$ cat src/hdl/stpc_pkg.sv
package stpc_pkg;

  // Window and sample geometry
  localparam int WINDOW      = 64;
  localparam int SAMPLE_BITS = 16;
  localparam int AW          = $clog2(WINDOW);
  localparam int CW          = $clog2(WINDOW + 1);
  localparam int DW          = SAMPLE_BITS + 1;

  // Field and state widths
  localparam int STEP_W   = 17;
  localparam int SUM_W    = 41;
  localparam int COUNT_W  = 24;
  localparam int THR_W    = 18;
  localparam int RATE_W   = 16;
  localparam int GUARD_W  = 17;
  localparam int LEARN_W  = 24;
  localparam int LIMIT_W  = 16;
  localparam int PERIOD_W = 8;
  localparam int TIME_W   = 32;
  localparam int CFG_W    = 24;
  localparam int IDX_W    = 2;
  localparam int WIDE_W   = (DW > STEP_W) ? DW : STEP_W;
  localparam int CMP_W    = ((WIDE_W > THR_W) ? WIDE_W : THR_W) + 1;

  // Threshold divider: |sum * 9| over 2 * count
  localparam int SUM9_W = SUM_W + 4;
  localparam int QW     = SUM_W + 3;
  localparam int DVW    = COUNT_W + 1;
  localparam int DCW    = $clog2(QW);

  localparam int THR_MAX = 131071;

  // Register indexes
  localparam logic [IDX_W-1:0] REG_LEARN_TIME  = 2'd0;
  localparam logic [IDX_W-1:0] REG_LOWER_LIMIT = 2'd1;
  localparam logic [IDX_W-1:0] REG_GUARD       = 2'd2;
  localparam logic [IDX_W-1:0] REG_PERIOD      = 2'd3;

  // Mode codes
  localparam logic [1:0] MODE_LEARN  = 2'd0;
  localparam logic [1:0] MODE_DETECT = 2'd1;
  localparam logic [1:0] MODE_IGNORE = 2'd2;
  localparam logic [1:0] MODE_PACE   = 2'd3;

  // Pace request levels
  localparam logic [1:0] PACE_NONE = 2'd0;
  localparam logic [1:0] PACE_REQ  = 2'd2;

  // Controller to datapath
  typedef struct packed {
    logic accept;
    logic walk_run;
    logic update;
    logic div_start;
    logic div_step;
    logic thr_write;
    logic out_load;
  } stpc_cmd_t;

  // Datapath to controller
  typedef struct packed {
    logic walk_done;
    logic need_thr;
    logic div_done;
  } stpc_status_t;

endpackage

$ cat src/hdl/slope_threshold_pacing_controller.sv
// Slope-threshold pacing controller. Each input transaction carries one sample and its
// millisecond timestamp and yields exactly one result transaction. The sample is written
// into a 64-entry window memory, and the window is then walked oldest to newest through
// the single read port to find the steepest falling step. The next sample is accepted only
// after the result has been loaded into the output register, and that load waits while the
// output is stalled. The first transaction after the learning time also runs the bit-serial
// threshold divider, one quotient bit per cycle. A new sample is accepted while the previous
// result still waits in the output register. Configuration registers are written through
// cfg_write_en / cfg_index / cfg_data and are meant to change only while the block is idle.
module slope_threshold_pacing_controller (
  input  logic                                clk,
  input  logic                                rst,
  input  logic                                cfg_write_en,
  input  logic [stpc_pkg::IDX_W-1:0]          cfg_index,
  input  logic [stpc_pkg::CFG_W-1:0]          cfg_data,
  input  logic                                in_valid,
  output logic                                in_stall,
  input  logic signed [15:0]                  sample,
  input  logic [stpc_pkg::TIME_W-1:0]         time_ms,
  output logic                                out_valid,
  input  logic                                out_stall,
  output logic [1:0]                          pace_request,
  output logic [1:0]                          mode,
  output logic                                activation_seen,
  output logic                                threshold_ready,
  output logic signed [stpc_pkg::STEP_W-1:0]  lowest_step
);

  stpc_pkg::stpc_cmd_t    cmd;
  stpc_pkg::stpc_status_t st;

  // Sequencer
  stpc_ctrl u_ctrl (
    .clk       (clk),
    .rst       (rst),
    .in_valid  (in_valid),
    .in_stall  (in_stall),
    .out_valid (out_valid),
    .out_stall (out_stall),
    .st        (st),
    .cmd       (cmd)
  );

  // Window, accumulator, divider and pacing state
  stpc_dp u_dp (
    .clk             (clk),
    .rst             (rst),
    .cmd             (cmd),
    .st              (st),
    .cfg_write_en    (cfg_write_en),
    .cfg_index       (cfg_index),
    .cfg_data        (cfg_data),
    .sample          (sample),
    .time_ms         (time_ms),
    .pace_request    (pace_request),
    .mode            (mode),
    .activation_seen (activation_seen),
    .threshold_ready (threshold_ready),
    .lowest_step     (lowest_step)
  );

endmodule

$ cat src/hdl/stpc_ctrl.sv
module stpc_ctrl (
  input  logic                 clk,
  input  logic                 rst,
  input  logic                 in_valid,
  output logic                 in_stall,
  output logic                 out_valid,
  input  logic                 out_stall,
  input  stpc_pkg::stpc_status_t st,
  output stpc_pkg::stpc_cmd_t    cmd
);

  localparam logic [2:0] S_IDLE   = 3'd0;
  localparam logic [2:0] S_WALK   = 3'd1;
  localparam logic [2:0] S_DECIDE = 3'd2;
  localparam logic [2:0] S_DIV    = 3'd3;
  localparam logic [2:0] S_FIN    = 3'd4;
  localparam logic [2:0] S_EMIT   = 3'd5;

  logic [2:0] state;
  logic [2:0] state_next;
  logic       out_free;

  assign in_stall = (state != S_IDLE);
  assign out_free = !out_valid || !out_stall;

  // Sequencing of one transaction
  always_comb begin
    state_next = state;
    cmd        = '0;
    unique case (state)
      S_IDLE: begin
        if (in_valid) begin
          cmd.accept = 1'b1;
          state_next = S_WALK;
        end
      end
      S_WALK: begin
        cmd.walk_run = 1'b1;
        if (st.walk_done) state_next = S_DECIDE;
      end
      S_DECIDE: begin
        if (st.need_thr) begin
          cmd.div_start = 1'b1;
          state_next    = S_DIV;
        end else begin
          cmd.update = 1'b1;
          state_next = S_EMIT;
        end
      end
      S_DIV: begin
        cmd.div_step = 1'b1;
        if (st.div_done) state_next = S_FIN;
      end
      S_FIN: begin
        cmd.thr_write = 1'b1;
        state_next    = S_EMIT;
      end
      S_EMIT: begin
        if (out_free) begin
          cmd.out_load = 1'b1;
          state_next   = S_IDLE;
        end
      end
      default: state_next = S_IDLE;
    endcase
  end

  always_ff @(posedge clk) begin
    if (rst) begin
      state <= S_IDLE;
    end else begin
      state <= state_next;
    end
  end

  // Output register handshake
  always_ff @(posedge clk) begin
    if (rst) begin
      out_valid <= 1'b0;
    end else if (cmd.out_load) begin
      out_valid <= 1'b1;
    end else if (!out_stall) begin
      out_valid <= 1'b0;
    end
  end

endmodule

$ cat src/hdl/stpc_dp.sv
module stpc_dp (
  input  logic                                  clk,
  input  logic                                  rst,
  input  stpc_pkg::stpc_cmd_t                   cmd,
  output stpc_pkg::stpc_status_t                st,
  input  logic                                  cfg_write_en,
  input  logic [stpc_pkg::IDX_W-1:0]            cfg_index,
  input  logic [stpc_pkg::CFG_W-1:0]            cfg_data,
  input  logic signed [15:0]                    sample,
  input  logic [stpc_pkg::TIME_W-1:0]           time_ms,
  output logic [1:0]                            pace_request,
  output logic [1:0]                            mode,
  output logic                                  activation_seen,
  output logic                                  threshold_ready,
  output logic signed [stpc_pkg::STEP_W-1:0]    lowest_step
);

  localparam int WINDOW   = stpc_pkg::WINDOW;
  localparam int SB       = stpc_pkg::SAMPLE_BITS;
  localparam int AW       = stpc_pkg::AW;
  localparam int CW       = stpc_pkg::CW;
  localparam int DW       = stpc_pkg::DW;
  localparam int SUM_W    = stpc_pkg::SUM_W;
  localparam int COUNT_W  = stpc_pkg::COUNT_W;
  localparam int THR_W    = stpc_pkg::THR_W;
  localparam int RATE_W   = stpc_pkg::RATE_W;
  localparam int GUARD_W  = stpc_pkg::GUARD_W;
  localparam int PERIOD_W = stpc_pkg::PERIOD_W;
  localparam int SUM9_W   = stpc_pkg::SUM9_W;
  localparam int QW       = stpc_pkg::QW;
  localparam int DVW      = stpc_pkg::DVW;
  localparam int DCW      = stpc_pkg::DCW;
  localparam int WIDE_W   = stpc_pkg::WIDE_W;
  localparam int CMP_W    = stpc_pkg::CMP_W;

  // Configuration registers
  logic [stpc_pkg::LEARN_W-1:0] learn_time;
  logic [stpc_pkg::LIMIT_W-1:0] lower_limit;
  logic [stpc_pkg::LIMIT_W-1:0] guard_interval;
  logic [PERIOD_W-1:0]          sample_period;

  // Window storage
  logic [SB-1:0]           window_mem [WINDOW];
  logic [AW-1:0]           head;
  logic [CW-1:0]           fill;
  logic [stpc_pkg::TIME_W-1:0] time_q;

  // Window walk
  logic [CW-1:0]           rd_idx;
  logic [AW-1:0]           rd_idx_q;
  logic                    rd_vld;
  logic                    rd_mask;
  logic [SB-1:0]           rd_data;
  logic signed [SB-1:0]    prev;
  logic signed [SB-1:0]    cur;
  logic signed [DW-1:0]    diff;
  logic signed [DW-1:0]    min_step;
  logic                    issue;
  logic [AW:0]             addr_sum;
  logic [AW-1:0]           rd_addr;
  logic                    pos_ok;

  // Controller state of the model
  logic signed [SUM_W-1:0]   slope_sum;
  logic [COUNT_W-1:0]        slope_count;
  logic signed [THR_W-1:0]   detect_thr;
  logic                      thr_valid;
  logic [RATE_W-1:0]         rate_timer;
  logic signed [GUARD_W-1:0] guard_timer;
  logic                      act_flag;
  logic [1:0]                pace_level;
  logic [1:0]                mode_code;

  // Divider
  logic [QW-1:0]             div_q;
  logic [DVW-1:0]            div_rem;
  logic [DCW-1:0]            div_cnt;
  logic                      div_neg;
  logic                      div_zero;
  logic signed [SUM9_W-1:0]  sum9;
  logic signed [SUM9_W-1:0]  sum9_mag;
  logic [DVW-1:0]            divisor;
  logic [DVW:0]              div_shift;
  logic [DVW:0]              div_sub;
  logic                      div_ge;

  // Decision terms
  logic                      learning;
  logic signed [SUM_W:0]     sum_add;
  logic signed [SUM_W-1:0]   sum_sat;
  logic signed [WIDE_W-1:0]  step_wide;
  logic signed [CMP_W-1:0]   step_cmp;
  logic signed [CMP_W-1:0]   thr_cmp;
  logic                      go;
  logic                      hit;
  logic                      guard_le0;
  logic [RATE_W:0]           rate_add;
  logic [RATE_W-1:0]         rate_adv;
  logic signed [GUARD_W:0]   guard_sub;
  logic signed [GUARD_W-1:0] guard_adv;
  logic signed [GUARD_W-1:0] guard_load;
  logic [THR_W-1:0]          q_low;
  logic signed [THR_W-1:0]   thr_new;

  // Configuration writes
  always_ff @(posedge clk) begin
    if (rst) begin
      learn_time     <= '0;
      lower_limit    <= '0;
      guard_interval <= '0;
      sample_period  <= PERIOD_W'(1);
    end else if (cfg_write_en) begin
      unique case (cfg_index)
        stpc_pkg::REG_LEARN_TIME:  learn_time     <= cfg_data[stpc_pkg::LEARN_W-1:0];
        stpc_pkg::REG_LOWER_LIMIT: lower_limit    <= cfg_data[stpc_pkg::LIMIT_W-1:0];
        stpc_pkg::REG_GUARD:       guard_interval <= cfg_data[stpc_pkg::LIMIT_W-1:0];
        stpc_pkg::REG_PERIOD:      sample_period  <= cfg_data[PERIOD_W-1:0];
        default: ;
      endcase
    end
  end

  // Ring: head is the write slot, oldest once full; fill counts written slots
  always_ff @(posedge clk) begin
    if (rst) begin
      head <= '0;
      fill <= '0;
    end else if (cmd.accept) begin
      head <= (head == AW'(WINDOW - 1)) ? '0 : head + 1'b1;
      if (fill != CW'(WINDOW)) fill <= fill + 1'b1;
    end
  end

  always_ff @(posedge clk) begin
    if (cmd.accept) time_q <= time_ms;
  end

  // Read address of window position rd_idx, oldest first
  assign issue    = cmd.walk_run && (rd_idx != CW'(WINDOW));
  assign addr_sum = {1'b0, head} + {1'b0, rd_idx[AW-1:0]};
  assign rd_addr  = (addr_sum >= (AW + 1)'(WINDOW)) ?
                    AW'(addr_sum - (AW + 1)'(WINDOW)) : addr_sum[AW-1:0];
  // Slots never written read as zero
  assign pos_ok   = ({1'b0, rd_idx} + {1'b0, fill}) >= (CW + 1)'(WINDOW);

  // Window memory, one write and one registered read
  always_ff @(posedge clk) begin
    if (cmd.accept) window_mem[head] <= sample[SB-1:0];
    if (issue) begin
      rd_data  <= window_mem[rd_addr];
      rd_mask  <= pos_ok;
      rd_idx_q <= rd_idx[AW-1:0];
    end
  end

  always_ff @(posedge clk) begin
    if (rst || cmd.accept) begin
      rd_idx <= '0;
      rd_vld <= 1'b0;
    end else begin
      rd_vld <= issue;
      if (issue) rd_idx <= rd_idx + 1'b1;
    end
  end

  // Adjacent difference and running minimum
  assign cur  = rd_mask ? signed'(rd_data) : '0;
  assign diff = DW'(cur) - DW'(prev);

  always_ff @(posedge clk) begin
    if (rd_vld) begin
      prev <= cur;
      if (rd_idx_q == AW'(1)) begin
        min_step <= diff;
      end else if ((rd_idx_q != '0) && (diff < min_step)) begin
        min_step <= diff;
      end
    end
  end

  assign st.walk_done = rd_vld && (rd_idx_q == AW'(WINDOW - 1));

  // Phase selection
  assign learning    = time_q < stpc_pkg::TIME_W'(learn_time);
  assign st.need_thr = !learning && !thr_valid;

  // Learning accumulation with saturation
  assign sum_add = (SUM_W + 1)'(slope_sum) + (SUM_W + 1)'(min_step);
  assign sum_sat = (sum_add[SUM_W] != sum_add[SUM_W-1]) ?
                   {sum_add[SUM_W], {(SUM_W - 1){~sum_add[SUM_W]}}} :
                   sum_add[SUM_W-1:0];

  // Pacing terms
  assign step_wide = WIDE_W'(min_step);
  assign step_cmp  = CMP_W'(min_step);
  assign thr_cmp   = CMP_W'(detect_thr);
  assign hit       = step_cmp < thr_cmp;
  assign go        = (rate_timer <= lower_limit) || (pace_level == stpc_pkg::PACE_REQ);
  assign guard_le0 = guard_timer[GUARD_W-1] || (guard_timer == '0);

  assign rate_add  = {1'b0, rate_timer} + (RATE_W + 1)'(sample_period);
  assign rate_adv  = rate_add[RATE_W] ? '1 : rate_add[RATE_W-1:0];
  assign guard_sub = (GUARD_W + 1)'(guard_timer) - (GUARD_W + 1)'(sample_period);
  assign guard_adv = (guard_sub[GUARD_W] != guard_sub[GUARD_W-1]) ?
                     {1'b1, {(GUARD_W - 1){1'b0}}} : guard_sub[GUARD_W-1:0];
  assign guard_load = signed'({1'b0, guard_interval});

  // Divider operands
  assign sum9     = (SUM9_W'(slope_sum) <<< 3) + SUM9_W'(slope_sum);
  assign sum9_mag = sum9[SUM9_W-1] ? -sum9 : sum9;
  assign divisor  = {slope_count, 1'b0};
  assign div_shift = {div_rem, div_q[QW-1]};
  assign div_sub   = div_shift - {1'b0, divisor};
  assign div_ge    = div_shift >= {1'b0, divisor};
  assign st.div_done = div_cnt == DCW'(QW - 1);

  // Restoring division, one quotient bit per cycle
  always_ff @(posedge clk) begin
    if (cmd.div_start) begin
      div_q    <= sum9_mag[QW-1:0];
      div_rem  <= '0;
      div_cnt  <= '0;
      div_neg  <= sum9[SUM9_W-1];
      div_zero <= (slope_count == '0);
    end else if (cmd.div_step) begin
      div_q   <= {div_q[QW-2:0], div_ge};
      div_rem <= div_ge ? div_sub[DVW-1:0] : div_shift[DVW-1:0];
      div_cnt <= div_cnt + 1'b1;
    end
  end

  // Signed, saturated threshold
  assign q_low = div_q[THR_W-1:0];
  always_comb begin
    if (div_zero) begin
      thr_new = '0;
    end else if (div_neg) begin
      thr_new = (div_q > QW'(stpc_pkg::THR_MAX + 1)) ?
                {1'b1, {(THR_W - 1){1'b0}}} : -signed'(q_low);
    end else begin
      thr_new = (div_q > QW'(stpc_pkg::THR_MAX)) ?
                {1'b0, {(THR_W - 1){1'b1}}} : signed'(q_low);
    end
  end

  // Per-transaction state update
  always_ff @(posedge clk) begin
    if (rst) begin
      slope_sum   <= '0;
      slope_count <= '0;
      detect_thr  <= '0;
      thr_valid   <= 1'b0;
      rate_timer  <= '0;
      guard_timer <= '0;
      act_flag    <= 1'b0;
      pace_level  <= stpc_pkg::PACE_NONE;
      mode_code   <= stpc_pkg::MODE_LEARN;
    end else if (cmd.thr_write) begin
      detect_thr <= thr_new;
      thr_valid  <= 1'b1;
      mode_code  <= stpc_pkg::MODE_LEARN;
    end else if (cmd.update) begin
      if (learning) begin
        mode_code <= stpc_pkg::MODE_LEARN;
        if (slope_count != '1) begin
          slope_sum   <= sum_sat;
          slope_count <= slope_count + 1'b1;
        end
      end else if (go && !act_flag) begin
        mode_code <= stpc_pkg::MODE_DETECT;
        if (hit) begin
          rate_timer  <= '0;
          guard_timer <= guard_load;
          pace_level  <= stpc_pkg::PACE_NONE;
          act_flag    <= 1'b1;
        end else begin
          rate_timer  <= rate_adv;
          guard_timer <= guard_adv;
        end
      end else if (go) begin
        if (hit && guard_le0) begin
          mode_code   <= stpc_pkg::MODE_DETECT;
          rate_timer  <= '0;
          guard_timer <= guard_load;
          pace_level  <= stpc_pkg::PACE_NONE;
        end else begin
          mode_code   <= guard_le0 ? stpc_pkg::MODE_DETECT : stpc_pkg::MODE_IGNORE;
          rate_timer  <= rate_adv;
          guard_timer <= guard_adv;
        end
      end else begin
        mode_code  <= stpc_pkg::MODE_PACE;
        pace_level <= stpc_pkg::PACE_REQ;
      end
    end
  end

  // Result register
  always_ff @(posedge clk) begin
    if (cmd.out_load) begin
      pace_request    <= pace_level;
      mode            <= mode_code;
      activation_seen <= act_flag;
      threshold_ready <= thr_valid;
      lowest_step     <= step_wide[stpc_pkg::STEP_W-1:0];
    end
  end

endmodule

$ cat config.mk
export PLATFORM = sky130hd
export DESIGN_NAME = slope_threshold_pacing_controller
export DESIGN_NICKNAME = d
export VERILOG_FILES = /design/src/hdl/stpc_pkg.sv /design/src/hdl/slope_threshold_pacing_controller.sv /design/src/hdl/stpc_ctrl.sv /design/src/hdl/stpc_dp.sv
export SDC_FILE = /design/constraint.sdc
export NUM_CORES = 2
export LEC_CHECK = 0
export BUFFER_PORTS_ARGS = -buffer_cell sky130_fd_sc_hd__buf_2
export CAP_MARGIN = 20
export CORE_MARGIN = 2
export CORE_UTILIZATION = 60
export DETAILED_ROUTE_END_ITERATION = 8
export PLACE_DENSITY_LB_ADDON = 0.12
export SLEW_MARGIN = 15
export SYNTH_ARGS = -nofsm -noshare
export SYNTH_HDL_FRONTEND = slang
export SYNTH_SLANG_ARGS = --single-unit
$ cat constraint.sdc
create_clock -name clk -period 13.4 [get_ports clk]
set_input_delay 0 -clock clk [delete_from_list [all_inputs] [get_ports clk]]
set_output_delay 0 -clock clk [all_outputs]
set_load 0.1 [all_outputs]
==> flow_metrics.env <==
export IMPL_status="completed"
export IMPL_ys_warn_count=0
export IMPL_peakVddDrop_mv=0.139
export IMPL_worstPathMaxFanout=67
export IMPL_worstMarginPinSlew_ns=1.13
export IMPL_final_area_um2=74100
export IMPL_avgSynthCellArea_um2=14.0
export IMPL_switchingPower_uw=2180
export IMPL_grt_start_max_net_pins=111
export IMPL_rows=121
export IMPL_syn_num_nets=4995
export IMPL_fin_nets=5277
export IMPL_die_w_um=334
export IMPL_min_delay_path_depth=4
export IMPL_clock_power_share=0.420
export IMPL_worstRegToRegCells=8
export IMPL_cpMaxStageDelayCell="fa_4"
export IMPL_cts_root_buffer_cell="clkbuf_16"
export IMPL_p_sw_frac=0.225
export IMPL_synthSimpleGateAreaFrac=0.0834
export IMPL_antenna_found_initial=4
export IMPL_dr_pass1_iters=5
export IMPL_drt_vias_per_instance=6.30
export IMPL_drive_gt1_frac=0.157
export IMPL_finClkSkew_ns=0.0422
export IMPL_ff2ff_setup_slack_ns=7.55
export IMPL_area_growth_pct=13.3
export IMPL_hold_viol=0
export IMPL_start_kind="flip-flop"
export IMPL_min_period_ns=5.85
export IMPL_core_area_um2=108000
export IMPL_grt_pass1_vias=40600
export IMPL_cpLargestDelayFamily="buffers and inverters"
export IMPL_clk_pin_slew_worst_paths_ns=0.06
export IMPL_synth_seq_cells=1421
export IMPL_final_instance_count_excl_fill=6484
export IMPL_critPathArrivalTime_ns=6.33
export IMPL_crit_required_ns=13.88
export IMPL_drv_cap=0
export IMPL_synth_area_mux_share=0.116
export IMPL_drt_initial_drc_count=3848
export IMPL_cts_sinks=1421
export IMPL_clock_latency_ns=0.76
export IMPL_post_route_util=0.683
export IMPL_placed_area_um2=67800
export IMPL_synth_seq_area_share=0.616
export IMPL_drt_total_wl_mm=160
export IMPL_nFillCells=7319
export IMPL_met3_wirelength_mm=11.2
export IMPL_rsz0062_at_grt="false"
export IMPL_clock_fmax_ghz=0.171
export IMPL_vias=40900
export IMPL_p_per_area_nw_per_um2=131
export IMPL_grt_overflow_total=0
export IMPL_crit_type="flip-flop to flip-flop"
export IMPL_numCtsBuffers=147
export IMPL_fin_crit_sh=0.437
export IMPL_dieHeight_um=334
export IMPL_cts_buffer_depth=3
export IMPL_internal_power_uw=7510
export IMPL_synth_compound_area_frac=0.0844
export IMPL_ff_latch_area_um2=40300
export IMPL_fin_setup_tns_ns=0
export IMPL_cp_buffers_inverters=2
export IMPL_dr_max_layer_used="met5"
export IMPL_dr_wl_met2_mm=79.3
export IMPL_synth_xor_area_share=0.0242
export IMPL_synth_edf_count=1180
export IMPL_numPortBuffers=102
export IMPL_combPwrFrac=0.081
export IMPL_path_depth=8
export IMPL_dp_cells=6084
export IMPL_grt_first_pass_wirelength_mm=243
export IMPL_wl_met1_mm=63.3
export IMPL_synth_top_family_by_area="multiplexers"
export IMPL_slew_headroom=0.246
export IMPL_min_path_type="input port to flip-flop"
export IMPL_endpoint_kind="flip-flop"
export IMPL_setup_viol=0
export IMPL_cts_tree="yes"
export IMPL_ctsHtreeMaxLevel=4
export IMPL_power_frac_seq=0.500
export IMPL_grt_total_usage=0.288
export IMPL_wl_per_cell_um=24.7
export IMPL_ctsResizeCount=0
export IMPL_ant_nets=0
export IMPL_post_dp_hpwl_mm=97.8
export IMPL_synthCells=4676
export IMPL_ios=104
export IMPL_gp_congestion=0.863
export IMPL_crit_chain="ha_4 > fa_4 > buf_4 > buf_4 > mux4_2 > mux4_2 > a211oi_1 > a21oi_1"
export IMPL_dieArea_um2=112000
export IMPL_critPathMaxStageDelay_ns=1.43
export IMPL_async_reset_ff_frac=0
export IMPL_ys_types=90
export IMPL_synth_fa_ha_area_frac=0.0524
export IMPL_initial_core_util=0.603
export IMPL_multi_input_area_um2=23600
export IMPL_ys_flop_type="edfxtp_1"
export IMPL_syn_cell_area_um2=65400
export IMPL_cellLeakagePower_uw=0.0256
export IMPL_route_detailed_drc=0
export IMPL_slew_violations=0
==> worst reg2reg max path, stage by stage, from the launching register on <==
cell and delay (ns):
dfxtp_1 0.42, ha_4 0.22, fa_4 1.43, buf_4 0.88
buf_4 0.92, mux4_2 0.50, mux4_2 0.47, a211oi_1 0.65
a21oi_1 0.09
==> routing by layer <==
layer  track usage  vias to the layer above
met3        0.0411                      317
met4         0.107                        2
met2         0.486                     1643
li1              -                    18500
met5             0                        -
met1         0.385                    20300
==> through the flow <==
| step | total power (uW) | hold WS [ns] | worst slack (ns) |
|---|---|---|---|
| 2_1_floorplan | 5440 | 0.0989 | 8.45 |
| 3_3_place_gp | 5670 | 0.177 | 7.64 |
| 3_5_place_dp | 5680 | 0.178 | 7.59 |
| 4_1_cts | 9730 | 0.00758 | 7.56 |
| 5_1_grt | 9960 | 0.0659 | 6.98 |
| 6_report | 9680 | 0.0789 | 7.55 |
==> cells in the mapped netlist, types with 26 or more instances <==
cell type / count / area (um^2)
clkbuf_1: 177 / 664
a21o_1: 61 / 458
nor3_1: 69 / 345
o21a_1: 41 / 308
inv_1: 205 / 769
mux4_2: 320 / 7210
or3_1: 29 / 181
dfxtp_1: 241 / 4820
buf_1: 28 / 105
a211oi_1: 70 / 526
nand3_1: 104 / 521
mux2i_1: 33 / 330
edfxtp_1: 1180 / 35400
maj3_1: 36 / 360
a21oi_1: 235 / 1180
nor4_1: 26 / 163
xor2_1: 79 / 692
nand4_1: 43 / 269
nor2_1: 308 / 1160
and2_1: 28 / 175
ha_1: 232 / 2900
nor2b_1: 50 / 313
nand2_1: 392 / 1470
o21ai_0: 219 / 1100
nand2b_1: 32 / 200
xnor2_1: 98 / 858
==> sequential cells by signal, summed over array words and instances, names as in the netlist, 17 cells and up <==
name	cells
u_dp.div_rem	25
u_dp.learn_time	24
u_dp.guard_timer	17
u_dp.slope_count	24
u_dp.div_q	44
u_dp.detect_thr	18
u_dp.slope_sum	41
u_dp.window_mem	1024
u_dp.lowest_step	17
u_dp.time_q	32
u_dp.min_step	17
==> worst paths after layout <==
kind | startpoint | end
worst max-delay path | u_dp.head[0] | u_dp.rd_data[7]
worst min-delay path | cfg_data[11] | u_dp.guard_interval[11]
worst max register to register | u_dp.head[0] | u_dp.rd_data[7]
worst min register to register | u_dp.detect_thr[8] | u_dp.detect_thr[8]
==> logic make-up (layout without fill, tap and decap cells) <==
group,after synthesis,in the layout
other,1,2
adder cells (fa/ha/maj),276,276
flip-flops,1421,1421
AND/OR/NAND/NOR,1169,1169
AO/OA/AOI/OAI,858,858
buffers and inverters,416,809
multiplexers,356,356
XOR/XNOR,179,179
==> timing repair <==
action	in CTS	in global routing
hold buffers	127	8
endpoints found under the hold margin	684	512
setup buffers	0	0
==> area by class of cell <==
| cell class | count | area share |
|---|---|---|
| inverters | 205 | 0.0104 |
| flip-flops and latches | 1421 | 0.544 |
| repair buffers | 344 | 0.0375 |
| well taps | 1414 | 0.0239 |
| diodes | 1 | 0.0000338 |
| clock buffers | 191 | 0.0536 |
| multi-input cells | 2839 | 0.319 |
| clock inverters | 69 | 0.0117 |
==> power groups by stage <==
stage / Combinational [uW] / Clock [uW] / Sequential (uW)
after global placement: 734 / 0 / 4930
final: 781 / 4060 / 4840
after detailed placement: 747 / 0 / 4930
after floorplan: 520 / 0 / 4920
after CTS: 779 / 4110 / 4840
after global routing: 844 / 4280 / 4840
==> cells in the final DEF, fill, tap and decap left out, types with 26 or more instances in the layout <==
master	count
nand2_1	391
nand4_1	43
mux2i_1	33
inv_1	205
ha_1	231
nor4_1	26
o21a_1	41
dfxtp_1	240
nand3_1	104
maj3_1	36
mux4_2	320
o21ai_0	217
nor2_1	303
a211oi_1	70
nand2b_1	32
a21o_1	61
a21oi_1	234
buf_2	96
buf_4	105
edfxtp_1	1180
clkbuf_16	149
nor3_1	68
dlygate4sd3_1	135
clkbuf_1	33
nor2b_1	50
or3_1	29
and2_1	28
xnor2_1	93
xor2_1	79
Power figures use the tool's default switching activity.
